$ cat src/sha256_stream_hasher_assert.svh
// Assertion macros for the hasher
`ifndef SHA256_STREAM_HASHER_ASSERT_SVH
`define SHA256_STREAM_HASHER_ASSERT_SVH
// implication checked on every edge outside reset
`define SHA_ASSERT_IMP(lbl, clk, rstn, ante, cons) \
  lbl: assert property (@(posedge clk) disable iff (!rstn) (ante) |-> (cons)) \
    else $error("assertion failed");
// next-cycle implication
`define SHA_ASSERT_NXT(lbl, clk, rstn, ante, cons) \
  lbl: assert property (@(posedge clk) disable iff (!rstn) (ante) |=> (cons)) \
    else $error("assertion failed");
`endif

$ cat src/sha_pkg.sv
// ----------------------------------------------------------------------------
// sha_pkg
// Shared types, constants and round functions of the SHA-256 hasher.
// ----------------------------------------------------------------------------
package sha_pkg;

  localparam int unsigned BlockBytes = 64;
  localparam int unsigned Rounds     = 64;

  localparam logic [31:0] RoundK [64] = '{
    32'h428a2f98, 32'h71374491, 32'hb5c0fbcf, 32'he9b5dba5, 32'h3956c25b, 32'h59f111f1,
    32'h923f82a4, 32'hab1c5ed5, 32'hd807aa98, 32'h12835b01, 32'h243185be, 32'h550c7dc3,
    32'h72be5d74, 32'h80deb1fe, 32'h9bdc06a7, 32'hc19bf174, 32'he49b69c1, 32'hefbe4786,
    32'h0fc19dc6, 32'h240ca1cc, 32'h2de92c6f, 32'h4a7484aa, 32'h5cb0a9dc, 32'h76f988da,
    32'h983e5152, 32'ha831c66d, 32'hb00327c8, 32'hbf597fc7, 32'hc6e00bf3, 32'hd5a79147,
    32'h06ca6351, 32'h14292967, 32'h27b70a85, 32'h2e1b2138, 32'h4d2c6dfc, 32'h53380d13,
    32'h650a7354, 32'h766a0abb, 32'h81c2c92e, 32'h92722c85, 32'ha2bfe8a1, 32'ha81a664b,
    32'hc24b8b70, 32'hc76c51a3, 32'hd192e819, 32'hd6990624, 32'hf40e3585, 32'h106aa070,
    32'h19a4c116, 32'h1e376c08, 32'h2748774c, 32'h34b0bcb5, 32'h391c0cb3, 32'h4ed8aa4a,
    32'h5b9cca4f, 32'h682e6ff3, 32'h748f82ee, 32'h78a5636f, 32'h84c87814, 32'h8cc70208,
    32'h90befffa, 32'ha4506ceb, 32'hbef9a3f7, 32'hc67178f2
  };

  localparam logic [31:0] InitHash [8] = '{
    32'h6a09e667, 32'hbb67ae85, 32'h3c6ef372, 32'ha54ff53a,
    32'h510e527f, 32'h9b05688c, 32'h1f83d9ab, 32'h5be0cd19
  };

  localparam logic [7:0] PadByte   = 8'h80;
  localparam logic [5:0] LenOffset = 6'd56;

  typedef enum logic [2:0] {
    StIdle,    // taking bytes
    StRound,   // compression rounds
    StFold,    // add working vars into hash
    StPad,     // writing pad/zero/length bytes
    StEmit     // sending digest words
  } ctrl_state_e;

  // controller -> datapath
  typedef struct packed {
    logic       buf_we;      // write one byte into the block buffer
    logic [5:0] buf_addr;
    logic [7:0] buf_data;
    logic       load_vars;   // copy hash into working vars
    logic       do_round;
    logic [5:0] round_idx;
    logic       fold;
    logic       init_hash;
    logic [2:0] out_idx;
  } dp_cmd_t;

  function automatic logic [31:0] ror32(logic [31:0] x, int unsigned n);
    ror32 = (x >> n) | (x << (32 - n));
  endfunction

endpackage

$ cat src/sha_stream_if.sv
// ----------------------------------------------------------------------------
// sha_in_if / sha_out_if
// Valid/ready channels carrying message bytes and digest words.
// ----------------------------------------------------------------------------
interface sha_in_if;
  logic       valid;
  logic       ready;
  logic [7:0] data_byte;
  logic       byte_valid;
  logic       last_byte;
  modport source (output valid, data_byte, byte_valid, last_byte, input ready);
  modport sink   (input valid, data_byte, byte_valid, last_byte, output ready);
endinterface

interface sha_out_if;
  logic        valid;
  logic        ready;
  logic [31:0] digest_word;
  logic [2:0]  word_index;
  logic        last_word;
  modport source (output valid, digest_word, word_index, last_word, input ready);
  modport sink   (input valid, digest_word, word_index, last_word, output ready);
endinterface

$ cat src/sha_ram.sv
// ----------------------------------------------------------------------------
// sha_ram
// Generic single-port-write, single-read RAM with registered read data.
// ----------------------------------------------------------------------------
module sha_ram #(
  parameter int unsigned Width = 8,
  parameter int unsigned Depth = 64
) (
  input  logic                     clk_i,
  input  logic                     we_i,
  input  logic [$clog2(Depth)-1:0] waddr_i,
  input  logic [Width-1:0]         wdata_i,
  input  logic [$clog2(Depth)-1:0] raddr_i,
  output logic [Width-1:0]         rdata_o
);
  logic [Width-1:0] mem_q [Depth];

  always_ff @(posedge clk_i) begin
    if (we_i) mem_q[waddr_i] <= wdata_i;
    rdata_o <= mem_q[raddr_i];
  end
endmodule

$ cat src/sha_datapath.sv
// ----------------------------------------------------------------------------
// sha_datapath
// Block buffer, message schedule window, working variables and hash words.
// ----------------------------------------------------------------------------
module sha_datapath
  import sha_pkg::*;
(
  input  logic        clk_i,
  input  logic        rst_ni,
  input  dp_cmd_t     cmd_i,
  output logic [31:0] hash_word_o
);
  // Buffer holds 32-bit words; a byte write is a read-modify-free lane write,
  // so we keep four byte RAMs of 16 entries each.
  localparam int unsigned WordDepth = BlockBytes / 4;
  localparam int unsigned WaW = $clog2(WordDepth);

  logic [7:0]  lane_rd [4];
  logic [WaW-1:0] rd_addr;
  logic [31:0] w_q [16];      // schedule window, w_q[0] is the oldest word
  logic [31:0] v_q [8];
  logic [31:0] h_q [8];
  logic [31:0] w_cur, w_new, s0, s1, t1, t2;
  logic [5:0]  rnd_next;

  // prefetch the word for the next round so the registered read lines up
  assign rnd_next = cmd_i.load_vars ? 6'd0 : cmd_i.round_idx + 6'd1;
  assign rd_addr  = rnd_next[WaW-1:0];

  // lane 0 holds the most significant byte of each word
  for (genvar l = 0; l < 4; l++) begin : g_lane
    sha_ram #(.Width(8), .Depth(WordDepth)) u_lane (
      .clk_i   (clk_i),
      .we_i    (cmd_i.buf_we && (cmd_i.buf_addr[1:0] == 2'(l))),
      .waddr_i (cmd_i.buf_addr[5:2]),
      .wdata_i (cmd_i.buf_data),
      .raddr_i (rd_addr),
      .rdata_o (lane_rd[l])
    );
  end

  // rounds 0..15 take buffer words, later ones the schedule recurrence
  assign s0    = ror32(w_q[1], 7) ^ ror32(w_q[1], 18) ^ (w_q[1] >> 3);
  assign s1    = ror32(w_q[14], 17) ^ ror32(w_q[14], 19) ^ (w_q[14] >> 10);
  assign w_new = w_q[0] + s0 + w_q[9] + s1;
  assign w_cur = (cmd_i.round_idx < 6'd16) ?
                 {lane_rd[0], lane_rd[1], lane_rd[2], lane_rd[3]} : w_new;

  assign t1 = v_q[7] + (ror32(v_q[4], 6) ^ ror32(v_q[4], 11) ^ ror32(v_q[4], 25)) +
              ((v_q[4] & v_q[5]) ^ (~v_q[4] & v_q[6])) + RoundK[cmd_i.round_idx] + w_cur;
  assign t2 = (ror32(v_q[0], 2) ^ ror32(v_q[0], 13) ^ ror32(v_q[0], 22)) +
              ((v_q[0] & v_q[1]) ^ (v_q[0] & v_q[2]) ^ (v_q[1] & v_q[2]));

  // window: w_q[k] = w[i-16+k]; after round i holds w[i-15..i]
  always_ff @(posedge clk_i) begin
    if (cmd_i.do_round) begin
      for (int k = 0; k < 15; k++) w_q[k] <= w_q[k+1];
      w_q[15] <= w_cur;
    end
  end

  always_ff @(posedge clk_i) begin
    if (cmd_i.load_vars) begin
      v_q <= h_q;
    end else if (cmd_i.do_round) begin
      v_q[7] <= v_q[6];
      v_q[6] <= v_q[5];
      v_q[5] <= v_q[4];
      v_q[4] <= v_q[3] + t1;
      v_q[3] <= v_q[2];
      v_q[2] <= v_q[1];
      v_q[1] <= v_q[0];
      v_q[0] <= t1 + t2;
    end
  end

  always_ff @(posedge clk_i or negedge rst_ni) begin
    if (!rst_ni) begin
      h_q <= InitHash;
    end else if (cmd_i.init_hash) begin
      h_q <= InitHash;
    end else if (cmd_i.fold) begin
      for (int k = 0; k < 8; k++) h_q[k] <= h_q[k] + v_q[k];
    end
  end

  assign hash_word_o = h_q[cmd_i.out_idx];
endmodule

$ cat src/sha_ctrl.sv
// ----------------------------------------------------------------------------
// sha_ctrl
// Sequencer: byte intake, round counting, padding and digest emission.
// ----------------------------------------------------------------------------
module sha_ctrl
  import sha_pkg::*;
(
  input  logic       clk_i,
  input  logic       rst_ni,
  input  logic       in_valid_i,
  output logic       in_ready_o,
  input  logic [7:0] in_byte_i,
  input  logic       in_bval_i,
  input  logic       in_last_i,
  output logic       out_valid_o,
  input  logic       out_ready_i,
  output logic [2:0] out_idx_o,
  output dp_cmd_t    cmd_o
);
  `include "sha256_stream_hasher_assert.svh"

  ctrl_state_e state_q, state_d;
  logic [5:0]  fill_q, fill_d;        // buffer fill / pad pointer
  logic [63:0] total_q, total_d;
  logic [5:0]  rnd_q, rnd_d;
  logic        fin_q, fin_d;          // message ending, pad pending
  logic        lenblk_q, lenblk_d;    // current pad block carries the length
  logic [2:0]  oidx_q, oidx_d;
  logic        acc;
  logic [63:0] bits;
  logic [7:0]  pad_byte;

  assign acc  = in_valid_i && in_ready_o;
  assign bits = {total_q[60:0], 3'b000};

  // pad pointer: byte 56..63 of a length block carries the bit count
  always_comb begin
    pad_byte = '0;
    if (lenblk_q && fill_q >= LenOffset)
      pad_byte = bits[8*(7 - fill_q[2:0]) +: 8];
  end

  always_comb begin
    state_d  = state_q;
    fill_d   = fill_q;
    total_d  = total_q;
    rnd_d    = rnd_q;
    fin_d    = fin_q;
    lenblk_d = lenblk_q;
    oidx_d   = oidx_q;
    case (state_q)
      StIdle: begin
        if (acc) begin
          if (in_bval_i) begin
            fill_d  = fill_q + 6'd1;
            total_d = total_q + 64'd1;
          end
          if (in_bval_i && fill_q == 6'd63) begin
            fin_d   = in_last_i;
            state_d = StRound;
            rnd_d   = '0;
          end else if (in_last_i) begin
            fin_d   = 1'b1;
            state_d = StPad;
            // pad byte goes at the new fill position, written in StPad
            lenblk_d = ((in_bval_i ? fill_q + 6'd1 : fill_q) < LenOffset);
          end
        end
      end
      StPad: begin
        fill_d = fill_q + 6'd1;
        if (fill_q == 6'd63) begin
          state_d = StRound;
          rnd_d   = '0;
        end
      end
      StRound: begin
        rnd_d = rnd_q + 6'd1;
        if (rnd_q == 6'd63) state_d = StFold;
      end
      StFold: begin
        if (!fin_q) begin
          state_d = StIdle;
        end else if (!lenblk_q) begin
          lenblk_d = 1'b1;
          state_d  = StPad;
        end else begin
          state_d = StEmit;
          oidx_d  = '0;
        end
      end
      StEmit: begin
        if (out_ready_i) begin
          oidx_d = oidx_q + 3'd1;
          if (oidx_q == 3'd7) begin
            state_d  = StIdle;
            fin_d    = 1'b0;
            lenblk_d = 1'b0;
            total_d  = '0;
            fill_d   = '0;
          end
        end
      end
      default: state_d = StIdle;
    endcase
  end

  // StPad starts with a pad byte only on the first pad pass: track via marker
  logic padmark_q, padmark_d;
  always_comb begin
    padmark_d = padmark_q;
    if (state_q == StIdle && acc && in_last_i) padmark_d = 1'b1;
    if (state_q == StPad) padmark_d = 1'b0;
    if (state_q == StRound && fin_q && padmark_q) padmark_d = 1'b1;
  end

  always_comb begin
    cmd_o           = '0;
    in_ready_o      = 1'b0;
    out_valid_o     = 1'b0;
    cmd_o.round_idx = rnd_q;
    cmd_o.out_idx   = oidx_q;
    case (state_q)
      StIdle: begin
        in_ready_o     = 1'b1;
        cmd_o.buf_we   = in_valid_i && in_bval_i;
        cmd_o.buf_addr = fill_q;
        cmd_o.buf_data = in_byte_i;
        cmd_o.load_vars = 1'b1;
      end
      StPad: begin
        cmd_o.buf_we    = 1'b1;
        cmd_o.buf_addr  = fill_q;
        cmd_o.buf_data  = padmark_q ? PadByte : pad_byte;
        cmd_o.load_vars = 1'b1;
      end
      StRound:  cmd_o.do_round = 1'b1;
      StFold:   cmd_o.fold     = 1'b1;
      StEmit: begin
        out_valid_o     = 1'b1;
        cmd_o.init_hash = out_ready_i && (oidx_q == 3'd7);
      end
      default: ;
    endcase
  end

  assign out_idx_o = oidx_q;

  always_ff @(posedge clk_i or negedge rst_ni) begin
    if (!rst_ni) begin
      state_q   <= StIdle;
      fill_q    <= '0;
      total_q   <= '0;
      rnd_q     <= '0;
      fin_q     <= 1'b0;
      lenblk_q  <= 1'b0;
      oidx_q    <= '0;
      padmark_q <= 1'b0;
    end else begin
      state_q   <= state_d;
      fill_q    <= fill_d;
      total_q   <= total_d;
      rnd_q     <= rnd_d;
      fin_q     <= fin_d;
      lenblk_q  <= lenblk_d;
      oidx_q    <= oidx_d;
      padmark_q <= padmark_d;
    end
  end

  `SHA_ASSERT_IMP(a_no_in_busy, clk_i, rst_ni, state_q != StIdle, !in_ready_o)
  `SHA_ASSERT_NXT(a_round_end, clk_i, rst_ni, state_q == StRound && rnd_q == 6'd63,
                  state_q == StFold)
  `SHA_ASSERT_IMP(a_emit_len, clk_i, rst_ni, state_q == StEmit, lenblk_q && fin_q)
endmodule

$ cat src/sha256_stream_hasher.sv
// ----------------------------------------------------------------------------
// sha256_stream_hasher
// Byte-stream SHA-256: buffers, pads and compresses, then emits the digest.
// ----------------------------------------------------------------------------
// channel   dir  payload
// in_req    in   data_byte[8], byte_valid, last_byte
// out_req   out  digest_word[32], word_index[3], last_word
//
// One request a cycle while a block fills; a full block then runs 64 rounds
// on one round unit and one fold, with input held off.
// A last request adds pad writes up to the block end (one per byte), one or
// two compressions, then eight digest words, each held until taken.
// Reset is asynchronous and restores the initial hash.
module sha256_stream_hasher
  import sha_pkg::*;
(
  input  logic   clk_i,
  input  logic   rst_ni,
  sha_in_if.sink    in_req,
  sha_out_if.source out_req
);
  dp_cmd_t     cmd;
  logic [31:0] hword;
  logic [2:0]  oidx;

  sha_ctrl u_ctrl (
    .clk_i       (clk_i),
    .rst_ni      (rst_ni),
    .in_valid_i  (in_req.valid),
    .in_ready_o  (in_req.ready),
    .in_byte_i   (in_req.data_byte),
    .in_bval_i   (in_req.byte_valid),
    .in_last_i   (in_req.last_byte),
    .out_valid_o (out_req.valid),
    .out_ready_i (out_req.ready),
    .out_idx_o   (oidx),
    .cmd_o       (cmd)
  );

  sha_datapath u_dp (
    .clk_i       (clk_i),
    .rst_ni      (rst_ni),
    .cmd_i       (cmd),
    .hash_word_o (hword)
  );

  assign out_req.digest_word = hword;
  assign out_req.word_index  = oidx;
  assign out_req.last_word   = (oidx == 3'd7);
endmodule

$ cat src/flat_wrapper.sv
// flat-port wrapper written by rule: the top's interface ports become plain ports
module sha256_stream_hasher_flat import sha_pkg::*;
  (clk_i, rst_ni, in_req_valid, in_req_data_byte, in_req_byte_valid, in_req_last_byte, in_req_ready, out_req_valid, out_req_digest_word, out_req_word_index, out_req_last_word, out_req_ready);
  sha_in_if in_req_i ();
  sha_out_if out_req_i ();
  input  logic clk_i;
  input  logic rst_ni;
  input wire logic [$bits(in_req_i.valid)-1:0] in_req_valid;
  input wire logic [$bits(in_req_i.data_byte)-1:0] in_req_data_byte;
  input wire logic [$bits(in_req_i.byte_valid)-1:0] in_req_byte_valid;
  input wire logic [$bits(in_req_i.last_byte)-1:0] in_req_last_byte;
  output wire logic [$bits(in_req_i.ready)-1:0] in_req_ready;
  output wire logic [$bits(out_req_i.valid)-1:0] out_req_valid;
  output wire logic [$bits(out_req_i.digest_word)-1:0] out_req_digest_word;
  output wire logic [$bits(out_req_i.word_index)-1:0] out_req_word_index;
  output wire logic [$bits(out_req_i.last_word)-1:0] out_req_last_word;
  input wire logic [$bits(out_req_i.ready)-1:0] out_req_ready;
  assign in_req_i.valid = in_req_valid;
  assign in_req_i.data_byte = in_req_data_byte;
  assign in_req_i.byte_valid = in_req_byte_valid;
  assign in_req_i.last_byte = in_req_last_byte;
  assign in_req_ready = in_req_i.ready;
  assign out_req_valid = out_req_i.valid;
  assign out_req_digest_word = out_req_i.digest_word;
  assign out_req_word_index = out_req_i.word_index;
  assign out_req_last_word = out_req_i.last_word;
  assign out_req_i.ready = out_req_ready;
  sha256_stream_hasher u_core (.clk_i(clk_i), .rst_ni(rst_ni), .in_req(in_req_i), .out_req(out_req_i));
endmodule
$ cat config.mk
export PLATFORM = sky130hd
export DESIGN_NAME = sha256_stream_hasher_flat
export DESIGN_NICKNAME = d
export VERILOG_FILES = /design/src/sha_pkg.sv /design/src/sha_stream_if.sv /design/src/sha_ram.sv /design/src/sha_datapath.sv /design/src/sha_ctrl.sv /design/src/sha256_stream_hasher.sv /design/src/flat_wrapper.sv
export VERILOG_INCLUDE_DIRS = /design/src /design/src/src
export SDC_FILE = /design/constraint.sdc
export NUM_CORES = 2
export LEC_CHECK = 0
export BUFFER_PORTS_ARGS = -buffer_cell sky130_fd_sc_hd__buf_2
export CELL_PAD_IN_SITES_DETAIL_PLACEMENT = 1
export CELL_PAD_IN_SITES_GLOBAL_PLACEMENT = 2
export CORE_UTILIZATION = 49
export CTS_BUF_LIST = sky130_fd_sc_hd__clkbuf_8
export DETAILED_ROUTE_END_ITERATION = 7
export GPL_TIMING_DRIVEN = 0
export PLACE_DENSITY = 0.94
export RECOVER_POWER = 50
export SYNTH_ARGS = -nofsm -noshare
export SYNTH_HDL_FRONTEND = slang
export SYNTH_SLANG_ARGS = --single-unit
$ cat constraint.sdc
create_clock -name clk_i -period 18.94 [get_ports clk_i]
set_input_delay 4.735 -clock clk_i [delete_from_list [all_inputs] [get_ports clk_i]]
set_output_delay 4.735 -clock clk_i [all_outputs]
set_load 0.02 [all_outputs]
==> summary.md <==
| Metric | Value |
|---|---|
| DP HPWL | `293000 µm` |
| Worst slew pin tran | `7.55 ns` |
| Vias in the first global route | `74800` |
| Slew Viols, Final | `1145` |
| Antenna violations before repair | `36` |
| FILL cells | `19900` |
| Synth cell types | `91` |
| RSZ-0062 raised after global routing | `false` |
| Hold Startpoint | `u_core.u_dp.w_q[1][229]` |
| H-tree levels | `5` |
| Worst-path clk slew | `0.06 ns` |
| CTS Hold Bufs | `0` |
| Worst Path Max Fanout | `147` |
| Worst skew pair latency | `1.09 ns` |
| Post-DRT Antenna Nets | `0` |
| Via count | `74200` |
| Layout area overhead | `10.0%` |
| Largest net degree at the start of global routing | `148` |
| HP Class | `flop to flop` |
| Area of the core | `0.186 mm²` |
| Gpl congestion | `1.01` |
| CTS Buf Count | `302` |
| #FFs+latches synth | `1650` |
| CTS Root Cell | `clkbuf_8` |
| Synth Warn # | `0` |
| Area of the multi-input gates | `0.0405 mm²` |
| DRT Pass-1 Iters | `6` |
| WS Path Type | `flop to flop` |
| Reg-to-reg slack, setup | `4.07 ns` |
| Worst Hold End | `u_core.u_dp.w_q[1][197]` |
| Die Ht | `435 µm` |
| Average cell area after synthesis | `11.0 µm²` |
| Reg2Reg Depth | `7` |
| Most used DFF post-synth | `edfxtp_1` |
| # port buffers | `50` |
| EDFF count, synth | `1280` |
| Worst Path Arrival | `15.32 ns` |
| Nets | `9362` |
| Fin crit share | `0.785` |
| Initial core utilization | `0.494` |
| Mapped Cells | `8369` |
| Crit end category | `flop` |
| Critical path startpoint category | `flop` |
| Final Critical Period | `14.87 ns` |
| Worst Skew | `0.0972 ns` |
| Worst hold path stage count | `0` |
| Die W | `435 µm` |
| Post-CTS Resized | `0` |
| Num ports | `52` |
| GRT overflow | `0` |
| First-pass GRT wire length | `556000 µm` |
| Status | `complete, but fails checks` |
| Setup Viol. Count Final | `0` |
| Maximum clock frequency | `67.3 MHz` |
| Die area | `0.189 mm²` |
| Layout cells sized above 1 | `0.0932` |
| Final number of hold-violating endpoints | `0` |
| Site Rows | `158` |
| # DRC | `0` |
| Reg-to-Reg Start | `u_core.u_ctrl.state_q[0]` |
| CP Data Required Time | `19.39 ns` |
| Async set or reset register ratio after synthesis | `0.205` |
| Routed WL | `395000 µm` |
| CTS tree | `built` |
| 1st-iter DRT viols | `9281` |
| Cell Area, Synth | `0.0918 mm²` |
| Slew Limit Headroom | `-4.03` |
| Max-cap viol count | `26` |
| Sequential area share after synthesis | `0.520` |
| Via/cell ratio | `6.47` |
| Clock Path Buffers | `4` |
| FF+latch area | `0.0477 mm²` |
| Gr usage total | `0.412` |
| WL/cell | `34.4 µm` |
| Violated checks | `capacitance limit, slew limit` |
| Syn nets | `8983` |
| Post-CTS Repair Setup Buffers | `0` |
| Total negative slack | `0 ns` |
| Clk sink count | `1650` |
| Capture point of the worst reg-to-reg path | `u_core.u_dp.w_q[1][245]` |
## through the flow
step	utilization	hold WS, ns	cell area (µm²)	setup slack [ns]	std cells
floorplan	-	0.400	91800	5.97	8369
global placement	0.512	0.400	95100	1.57	10900
detailed placement	0.516	0.405	95800	6.06	10900
CTS	0.545	0.352	101000	5.80	11400
global route	0.543	0.343	101000	2.71	11400
finish	0.544	0.357	101000	4.07	11500
## cell families after synthesis
kind of cell	synth area share
xor gates and xnor gates	0.0595
AOI/OAI and AO/OA	0.126
DFF	0.520
adders and majority gates	0.0984
buffers and inverters	0.0392
muxes	0.0432
and+or+nand+nor	0.114
## synthesized netlist by cell type (33+ instances only)
cell,number,area [µm²]
nand2b_1,67,419
a21oi_1,563,2820
inv_1,539,2020
a221oi_1,41,359
nor2b_1,52,325
a31oi_1,59,369
nand2_1,1226,4600
nor2_1,506,1900
xor2_1,276,2420
o21bai_1,58,435
xnor2_1,345,3020
a211oi_1,58,435
ha_1,404,5050
mux2_2,134,1510
o21ai_0,462,2310
fa_1,196,3920
a21o_1,191,1430
dfstp_2,136,3570
o211ai_1,33,248
o31ai_1,37,278
nor3_1,121,606
nand3_1,248,1240
buf_1,65,244
o21a_1,75,563
edfxtp_1,1280,38400
mux4_2,83,1870
mux2i_1,57,571
clkbuf_1,344,1290
and3_1,62,388
dfrtp_1,202,5050
## per-layer routing
layer	vias up	global-route usage	part of all wire
met5	-	0	0.00030
met4	20	0.228	0.063
met3	1105	0.110	0.11
met2	4553	0.607	0.43
met1	37800	0.551	0.40
li1	30600	-	-
## how the worst max path moves through the flow
stage | from | to | slack (ns) | cells past startpoint
3_5_place_dp | u_core.u_dp.w_q[0][37] | u_core.u_dp.v_q[255] | 6.06 | 47
4_1_cts | u_core.u_dp.w_q[0][37] | u_core.u_dp.v_q[255] | 5.80 | 47
5_1_grt | u_core.u_ctrl.state_q[0] | u_core.u_dp.w_q[1][186] | 2.71 | 7
2_1_floorplan | u_core.u_ctrl.state_q[0] | u_core.u_ctrl.state_q[1] | 5.97 | 9
3_3_place_gp | u_core.u_ctrl.state_q[0] | u_core.u_ctrl.state_q[1] | 1.57 | 9
6_report | u_core.u_ctrl.state_q[0] | u_core.u_dp.w_q[1][245] | 4.07 | 7
## placed cells by master, fill, tap and decap left out, types with 48 or more instances in the layout
master / count
a31oi_1: 59
clkbuf_8: 327
buf_1: 62
edfxtp_1: 1280
buf_2: 48
a21o_1: 191
mux2i_1: 57
inv_1: 646
dfstp_2: 136
nand2_1: 1225
nor2b_1: 52
clkbuf_1: 349
a21oi_1: 563
fa_1: 196
o21bai_1: 58
and3_1: 62
ha_1: 404
mux2_2: 134
nand3_1: 248
o21a_1: 75
a211oi_1: 58
o21ai_0: 462
mux4_2: 83
dfrtp_1: 202
xnor2_1: 345
nand2b_1: 67
nor2_1: 505
nor3_1: 121
xor2_1: 276
## critical path, stage by stage, from the launching register on
cell        delay (ns)
dfrtp_1           0.31
clkbuf_1          0.31
nand2b_1          0.12
or2_2             0.29
clkbuf_1          0.30
clkinvlp_2        2.71
clkbuf_1          4.69
clkbuf_1          5.21
## sequential cells by signal, summed over array words and instances (netlist names), 6 cells and up
register and flops:
u_core.u_dp.g_lane.u_lane.mem_q 512, u_core.u_dp.h_q 256, u_core.u_dp.g_lane.u_lane.rdata_o 32, u_core.u_ctrl.rnd_q 6, u_core.u_ctrl.fill_q 6, u_core.u_ctrl.total_q 61
u_core.u_dp.v_q 256, u_core.u_dp.w_q 512
## cell type report
type / count / area share
Antenna cell: 27 / 0.000669
Tap cell: 2480 / 0.0307
Clock inverter: 188 / 0.00955
Inverter: 543 / 0.0202
Sequential cell: 1650 / 0.472
Buffer: 412 / 0.0156
Clock buffer: 327 / 0.0446
Timing Repair Buffer: 75 / 0.00550
Multi-Input combinational cell: 5764 / 0.401
Power is not shown: default switching activity piles up to over one toggle a cycle in this logic, so the estimate is an artifact.
